### config.mk
export PLATFORM = sky130hd
export DESIGN_NAME = prf_cell
export DESIGN_NICKNAME = d
export VERILOG_FILES = /design/src/sv/prf_pkg.sv /design/src/sv/prf_cell.sv
export SDC_FILE = /design/constraint.sdc
export NUM_CORES = 1
export LEC_CHECK = 0
export BUFFER_PORTS_ARGS = -buffer_cell sky130_fd_sc_hd__buf_2
export CAP_MARGIN = 20
export CORE_MARGIN = 2
export CORE_UTILIZATION = 55
export CTS_CLUSTER_DIAMETER = 40
export CTS_CLUSTER_SIZE = 30
export DETAILED_ROUTE_END_ITERATION = 16
export GPL_ROUTABILITY_DRIVEN = 0
export MAX_ROUTING_LAYER = met4
export PLACE_DENSITY = 0.88
export SYNTH_ARGS = -nofsm -noshare
export SYNTH_HDL_FRONTEND = slang
export SYNTH_SLANG_ARGS = --single-unit
export TNS_END_PERCENT = 50
### constraint.sdc
create_clock -name clock -period 10.6 [get_ports clock]
set_input_delay 1.59 -clock clock [delete_from_list [all_inputs] [get_ports clock]]
set_output_delay 1.59 -clock clock [all_outputs]
set_load 0.01 [all_outputs]
### src/sv/prf_pkg.sv
// ============================================================================
// Publisher replay filter package
// Shared types and constants for the replay filter cell chain and its top
// level.
// ============================================================================
package prf_pkg;

   localparam int unsigned FIELD_WIDTH = 32;
   localparam int unsigned LIMIT_WIDTH = 5;
   localparam logic [LIMIT_WIDTH-1:0] LIMIT_RESET = 5'd16;
   localparam logic [FIELD_WIDTH-1:0] COUNT_MAX = '1;

   typedef enum logic [2:0] {
      VERDICT_ACCEPTED    = 3'd0,
      VERDICT_DUPLICATE   = 3'd1,
      VERDICT_STALE_INC   = 3'd2,
      VERDICT_STALE_BOOT  = 3'd3,
      VERDICT_STALE_EPOCH = 3'd4,
      VERDICT_MALFORMED   = 3'd5,
      VERDICT_FULL        = 3'd6
   } verdict_type;

   typedef enum logic [1:0] {
      ST_IDLE,
      ST_WALK,
      ST_FINISH
   } state_type;

   // One transaction as the cells see it while the lookup walks the chain.
   typedef struct packed {
      logic                   well_formed;
      logic [FIELD_WIDTH-1:0] publisher_id;
      logic [FIELD_WIDTH-1:0] incarnation;
      logic [FIELD_WIDTH-1:0] boot_id;
      logic [FIELD_WIDTH-1:0] epoch;
      logic [FIELD_WIDTH-1:0] sequence_number;
   } item_type;

   // Lookup token handed from one cell to the next.
   typedef struct packed {
      logic                   tok;
      logic                   hit;
      verdict_type            verdict;
      logic [FIELD_WIDTH-1:0] acc;
      logic [FIELD_WIDTH-1:0] dup;
      logic                   free_seen;
   } carry_type;

   function automatic logic [FIELD_WIDTH-1:0] sat_inc(input logic [FIELD_WIDTH-1:0] v);
      return (v == COUNT_MAX) ? v : v + 1'b1;
   endfunction

endpackage

### src/sv/prf_cell.sv
// ============================================================================
// Publisher replay filter cell
// Holds one table entry. When the lookup token passes, a matching entry
// classifies the transaction and updates itself; the first free entry
// in the chain marks itself as a candidate for insertion.
// ============================================================================
module prf_cell #(
   parameter int unsigned IDX_WIDTH  = 4,
   parameter int unsigned CELL_INDEX = 0
) (
   input  logic                     clock,
   input  logic                     reset,
   input  prf_pkg::item_type        item,
   input  prf_pkg::carry_type       carry_in,
   input  logic [IDX_WIDTH-1:0]     free_idx_in,
   input  logic                     ins_en,
   input  logic [IDX_WIDTH-1:0]     ins_idx,
   output prf_pkg::carry_type       carry_out,
   output logic [IDX_WIDTH-1:0]     free_idx_out
);

   localparam logic [IDX_WIDTH-1:0] MY_INDEX = IDX_WIDTH'(CELL_INDEX);

   logic                                used_ff;
   logic [prf_pkg::FIELD_WIDTH-1:0]     pub_ff;
   logic [prf_pkg::FIELD_WIDTH-1:0]     inc_ff;
   logic [prf_pkg::FIELD_WIDTH-1:0]     boot_ff;
   logic [prf_pkg::FIELD_WIDTH-1:0]     epoch_ff;
   logic [prf_pkg::FIELD_WIDTH-1:0]     seq_ff;
   logic [prf_pkg::FIELD_WIDTH-1:0]     acc_ff;
   logic [prf_pkg::FIELD_WIDTH-1:0]     dup_ff;
   prf_pkg::carry_type                  carry_ff;
   logic [IDX_WIDTH-1:0]                free_idx_ff;

   logic                                match;
   logic                                upd_seq;
   logic                                upd_inc;
   logic                                upd_dup;
   prf_pkg::verdict_type                verdict;
   logic [prf_pkg::FIELD_WIDTH-1:0]     acc_in;
   logic [prf_pkg::FIELD_WIDTH-1:0]     dup_in;
   prf_pkg::carry_type                  carry_in_next;
   logic [IDX_WIDTH-1:0]                free_idx_in_next;
   logic                                ins_hit;

   assign match   = carry_in.tok && used_ff && (pub_ff == item.publisher_id);
   assign ins_hit = ins_en && (ins_idx == MY_INDEX);

   always_comb begin
      upd_seq = 1'b0;
      upd_inc = 1'b0;
      upd_dup = 1'b0;
      if (!item.well_formed) begin
         verdict = prf_pkg::VERDICT_MALFORMED;
      end else if (item.incarnation < inc_ff) begin
         verdict = prf_pkg::VERDICT_STALE_INC;
      end else if (item.incarnation == inc_ff) begin
         if (item.boot_id != boot_ff) begin
            verdict = prf_pkg::VERDICT_STALE_BOOT;
         end else if (item.epoch < epoch_ff) begin
            verdict = prf_pkg::VERDICT_STALE_EPOCH;
         end else if (item.sequence_number <= seq_ff) begin
            verdict = prf_pkg::VERDICT_DUPLICATE;
            upd_dup = 1'b1;
         end else begin
            verdict = prf_pkg::VERDICT_ACCEPTED;
            upd_seq = 1'b1;
         end
      end else begin
         // A newer incarnation restarts the sequence space.
         verdict = prf_pkg::VERDICT_ACCEPTED;
         upd_seq = 1'b1;
         upd_inc = 1'b1;
      end
      acc_in = upd_seq ? prf_pkg::sat_inc(acc_ff) : acc_ff;
      dup_in = upd_dup ? prf_pkg::sat_inc(dup_ff) : dup_ff;
   end

   always_comb begin
      carry_in_next    = carry_in;
      free_idx_in_next = free_idx_in;
      if (match) begin
         carry_in_next.hit     = 1'b1;
         carry_in_next.verdict = verdict;
         carry_in_next.acc     = acc_in;
         carry_in_next.dup     = dup_in;
      end
      if (carry_in.tok && !carry_in.free_seen && !used_ff) begin
         carry_in_next.free_seen = 1'b1;
         free_idx_in_next        = MY_INDEX;
      end
   end

   always_ff @(posedge clock) begin
      if (reset) begin
         carry_ff <= '0;
      end else begin
         carry_ff <= carry_in_next;
      end
      free_idx_ff <= free_idx_in_next;
   end

   always_ff @(posedge clock) begin
      if (reset) begin
         used_ff <= 1'b0;
      end else if (ins_hit) begin
         used_ff <= 1'b1;
      end
   end

   always_ff @(posedge clock) begin
      if (ins_hit) begin
         pub_ff   <= item.publisher_id;
         inc_ff   <= item.incarnation;
         boot_ff  <= item.boot_id;
         epoch_ff <= item.epoch;
         seq_ff   <= item.sequence_number;
         acc_ff   <= prf_pkg::FIELD_WIDTH'(1);
         dup_ff   <= '0;
      end else if (match) begin
         if (upd_inc) begin
            inc_ff  <= item.incarnation;
            boot_ff <= item.boot_id;
         end
         if (upd_seq) begin
            epoch_ff <= item.epoch;
            seq_ff   <= item.sequence_number;
         end
         acc_ff <= acc_in;
         dup_ff <= dup_in;
      end
   end

   assign carry_out    = carry_ff;
   assign free_idx_out = free_idx_ff;

endmodule

* Yosys cells after proc, flatten, opt, wreduce, memory -nomap -nowiden
Index checks and enable logic that the tools add are counted.
Operators by class: add/subtract/negate cells 2, multiply operators 0, div/mod/pow operators 0, $lt $le $gt $ge 3, equal/unequal tests 5, shift operators 0, muxes and demuxes 39, bitwise gates (word level) 0, reductions and logical operators 13
Operators with widths (count):
- 2-to-1 mux 32 bit | 16
- 2-to-1 mux 68 bit | 1
- adder 32 x 1 -> 32 bit, second input constant | 2
- == test 32 bit | 2
- == test 32 bit, second input constant | 2
- less-than comparator 32 bit | 2
- less-or-equal comparator 32 bit | 1
- != test 32 bit | 1
- 2-to-1 mux 1 bit | 17
- 2-to-1 mux 3 bit | 5
- nonzero test 2 bit | 3
- logical AND 1 bit | 5
- logical NOT 4 bit | 1
- AND reduction 2 bit | 2
- logical NOT 1 bit | 2
Word-level totals: flip-flop bits (word level) 299, latch bits 0, memory bits (writable) 0, bits in read-only memories 0, output and inout port bits 74, memories kept 0

* Longest topological paths before layout
depth in word-level cells 10, gate-level depth with buffers 13, gate-level depth less buffers 11

* Least setup slack after synthesis
OpenSTA, ideal clock, no wires.
path type input to register, start point input item[143] in the netlist's numbering, end point register boot_ff[0] in the netlist's numbering (enable), arrival time 7.588 ns, data required time 10.026 ns, path slack 2.438 ns, stages on the path 8, cells stage by stage xor2_1 > or2_1 > nor3b_1 > nand4b_1 > nor4_1 > clkbuf_1 > inv_1 > o21ai_0
On the way: cells in the longest elaborated chain, start to end 4
Ends and longest elaborated chain:
- start, declared | line prf_cell.sv:13 | input prf_pkg::item_type item,
- == test 32 bit | line prf_cell.sv:46 | assign match = carry_in.tok && used_ff && (pub_ff == item.publisher_id);
- logical AND 1 bit | line prf_cell.sv:46
- nonzero test 2 bit (no source line)
- AND reduction 2 bit (no source line)
- end signal, assigned | line prf_cell.sv:115 | boot_ff <= item.boot_id;
- end signal, assigned | line prf_cell.sv:123 | boot_ff <= item.boot_id;
- end, declared | line prf_cell.sv:27 | logic [prf_pkg::FIELD_WIDTH-1:0] boot_ff;
Every way passes these cells. A chain may end at the register's enable or synchronous reset.

* Final worst setup path
start point input item[110] in the netlist's numbering, end point register seq_ff[13] in the netlist's numbering (enable)
On the way: cells in the longest elaborated chain, start to end 6, elaborated cells between the ends (all ways) 7, those cells by class order compare: 1; eq/ne: 1; mux: 3; reduce/logical: 2
Ends and longest elaborated chain:
- parallel branches: the longest is 2 deep, another holds less-than comparator 32 bit
- 2-to-1 mux 1 bit * | line prf_cell.sv:55 | end else if (item.incarnation < inc_ff) begin
- 2-to-1 mux 1 bit * | line prf_cell.sv:53 | if (!item.well_formed) begin
- nonzero test 2 bit (no source line) *
- AND reduction 2 bit (no source line) *
- end signal, assigned | line prf_cell.sv:117 | seq_ff <= item.sequence_number;
- end signal, assigned | line prf_cell.sv:127 | seq_ff <= item.sequence_number;
- end, declared | line prf_cell.sv:29 | logic [prf_pkg::FIELD_WIDTH-1:0] seq_ff;
Every way passes the cells marked *.

==> results.md <==
* Via count of the routed design at 11800
* Die height at 168 um
* Final Util at 68.0%
* CTS Buffer Depth at 3
* Met3 WL at 2380 um
* Worst-margin pin slew at 971 ps
* Peak VDD IR at 134 uV
* Seq. cell area at 0.00759 mm^2
* Reg2Reg Depth at 12
* Slowest cell on crit path: buf_4
* Area Overhead vs Synth at 22.6%
* Top post-synthesis cells by area: edfxtp_1 (33%), dfxtp_1 (19%), ha_1 (8.2%)
* Worst Path Max Fanout at between 60 and 70
* CTS tree: built
* Slowest cell delay on critical path at 630 ps
* DR DRC count at 0
* Critical-path cell list: buf_2, ha_1, nand4_2, nor4_4, o21ai_2, a311oi_1, o21ai_0, o21ai_4, buf_4, nand2_1, nand2_2, buf_4
* Min-delay src: used_ff
* Fmax at about 210 MHz
* Max-Cap Viols at 0
* # setup viols final at 0
* WL met1 at 14900 um
* Worst setup margin at 5840 ps
* CTS sink cnt at ~300
* Post-synth top area cell: edfxtp_1
* # hold bufs at CTS at 0
* Initial DRC count at ~890
* Fill cells at 1972
* Skew-Pair Late Insertion Delay at 530 ps
* Endpoints failing hold at 0
* Synth top area share at 32.5%
* Post-Syn Instances at ~1400
* Cell Pwr Density at 159 mW/mm^2
* Sequential share of the synthesized area at 51.3%
* Pint at 2.22 mW
* Hold WS at 490 ps
* CTS-repair resized insts at 0
* Worst r2r src: inc_ff[13]
* Worst Path Arrival at around 4900 ps
* Clock slew at reported path FFs at roughly 50 ps
* Post-synth cell types at 60
* Leakage at 7.67 nW
* Core area at 0.0267 mm^2
* Htree depth at 2
* Metal2 WL at between 15000 and 20000 um
* Ports at 316
* First-pass GRT wire length at 56900 um
* Tcrit/Tclk final at 44.9%
* Worst setup EP type: flop
* Die W at ~170 um
* Buf/Inv on CP at 3
* Fin nets at around 2100
* Grt ovf at 0
* Number of synthesized flops with an enable pin at 160
* Reg2reg end: seq_ff[13]
* Yosys Warn Count at 0
* Global-route usage over all layers at 25.5%
* Logic gate share of total power at under 10%
* Net Sw Frac at 23.0%
* Dpl cell area at 0.0167 mm^2
* Clk_skew at roughly 25 ps
* Startpoint types: input port
* Req. time, crit path at 10740 ps
* Vias in the first global route at 11900
* Sum Neg Setup Slack at 0 ps
* DP Wirelength at 25500 um
* Initial antenna violation count at 4
* Die area at 0.0282 mm^2
* Slew margin rel. at 34.7%
* PortBufs at 315
* Design area at ~0.018 mm^2
* CTS root buf: clkbuf_16
* Place WS at 5390 ps
* Crit path time final at 4760 ps
* Net load switching power at 0.664 mW
* Syn_area_per_cell at 10.4 um^2
* Most used DFF post-synth: edfxtp_1
* Yosys reg bits at 299
* Final non-filler cell total at 2119
* Net Count, Synth at 1763
* Multi-input logic area at 0.00658 mm^2
* Largest net degree at the start of global routing at just over 90
* Sequential share of power at 43.8%
* Avg WL per Cell at 16.7 um
* Num CTS Buffers at 44
* Final Max Slew Viols at 0
* RSZ-0062 raised after global routing: false
* # Post-CTS Setup Buffers at 0
* Hold path depth at 2
* Clock power share at 49.2%
* Dpl cells at 2034
* Synth Cell Area at 0.0148 mm^2
* Final wirelength at between 30000 and 40000 um
* Top Layer Used: met4
* Routed Antenna Nets at 0
* Reg2reg setup slack at ~6600 ps
* Critical setup path kind: in2reg
* Row cnt at 60
* Cell family with most CP delay: buffers and inverters
* Starting Density at 55.5%
* Hold path endpoint: used_ff
* Worst hold path type: reg2reg
* Synth async-reset ratio at 0%
* CP dominant cell by count: buf_4
* Status: complete, no violations
* Total power at 2.88 mW
* Drt pass-1 iters at 5
* Via density at 5.56
* Layout cells sized above 1 at 23.8%
==> worst max-delay path by stage <==
stage,startpoint,to,slack [ps],depth (start not counted)
6_report,item[110],seq_ff[13],5840,12
3_5_place_dp,item[110],epoch_ff[29],5390,12
3_3_place_gp,item[110],epoch_ff[29],5480,12
2_1_floorplan,item[143],boot_ff[0],2440,8
4_1_cts,item[109],epoch_ff[24],5880,12
5_1_grt,item[109],acc_ff[18],5560,12
==> power groups by stage <==
stage	clock, mW	sequential, mW	combinational [mW]
after floorplan	0	1.29	0.0931
after global placement	0	1.28	0.191
after detailed placement	0	1.29	0.201
after CTS	1.44	1.26	0.203
after global routing	1.49	1.26	0.227
final	1.42	1.26	0.203
==> per-layer routing <==
layer	global-route usage [%]	up-vias
met2	41.7	442
met1	30.7	5506
met3	5.20	115
met5	-	-
met4	11.4	0
li1	-	5729
==> logic make-up (layout without fill, tap and decap cells) <==
group,count (synthesis),count (layout),synth area share (%)
fa+ha+maj,97,97,8.21
flops,299,299,51.3
other cells,0,4,0
mux,4,4,0.271
xor+xnor,173,173,10.2
simple gates,498,498,17.4
compound gates,185,185,8.13
buf+inv,168,518,4.42
==> sequential cells by signal, summed over array words and instances, names as in the netlist <==
signal        flops
free_idx_out      4
inc_ff           32
carry_out        70
acc_ff           32
pub_ff           32
dup_ff           32
epoch_ff         32
seq_ff           32
boot_ff          32
used_ff           1
==> cell type report <==
class                   instances  share of cell area [%]
flip-flops and latches        299                    41.9
multi-input cells             957                    36.3
repair buffers                325                    9.10
clock buffers                  53                    6.67
well taps                     341                    2.35
inverters                     113                    2.34
clock inverters                27                    1.37
diodes                          4                  0.0552
==> cells in the final DEF (no fill, tap or decap), drive strengths merged, types with 4 or more instances in the layout <==
cell type and instances:
xor2 133, a221oi 4, edfxtp 160, or3 18
and2 13, inv 123, diode 4, nor3 19
mux2i 4, nor2b 8, a211oi 66, a21oi 56
dfxtp 139, nor4 23, o21ai 34, ha 97
clkinv 13, xnor2 40, nand3 69, nand2 88
or4 6, and3 23, buf 325, nor2 152
a21o 5, clkbuf 53, nand4 51, and4 15
==> synthesized netlist by cell type (4+ instances only) <==
master,count
mux2i_1,4
a211oi_1,66
dfxtp_1,139
nor2b_1,8
nand4_1,50
nor3_2,5
and4_1,15
nor2_1,152
or4_1,6
o21ai_0,23
and3_1,23
nand2_1,88
o21ai_1,8
inv_1,112
nand3_1,68
clkbuf_1,41
a221oi_1,4
xor2_1,133
or3_1,18
a21o_1,5
edfxtp_1,160
nor4_1,18
nor3_1,14
xnor2_1,40
and2_1,13
buf_2,9
a21oi_1,56
ha_1,97
==> worst reg2reg max path: stages, from the launching register on <==
cell and delay [ps]:
edfxtp_1 350, inv_1 50, ha_1 300, nand4_2 170, nor4_4 440, o21ai_2 130, a311oi_1 340, o21ai_0 310
o21ai_4 120, buf_4 450, nand2_1 130, nand2_2 90, buf_4 630
(Power assumes the default switching activity.)
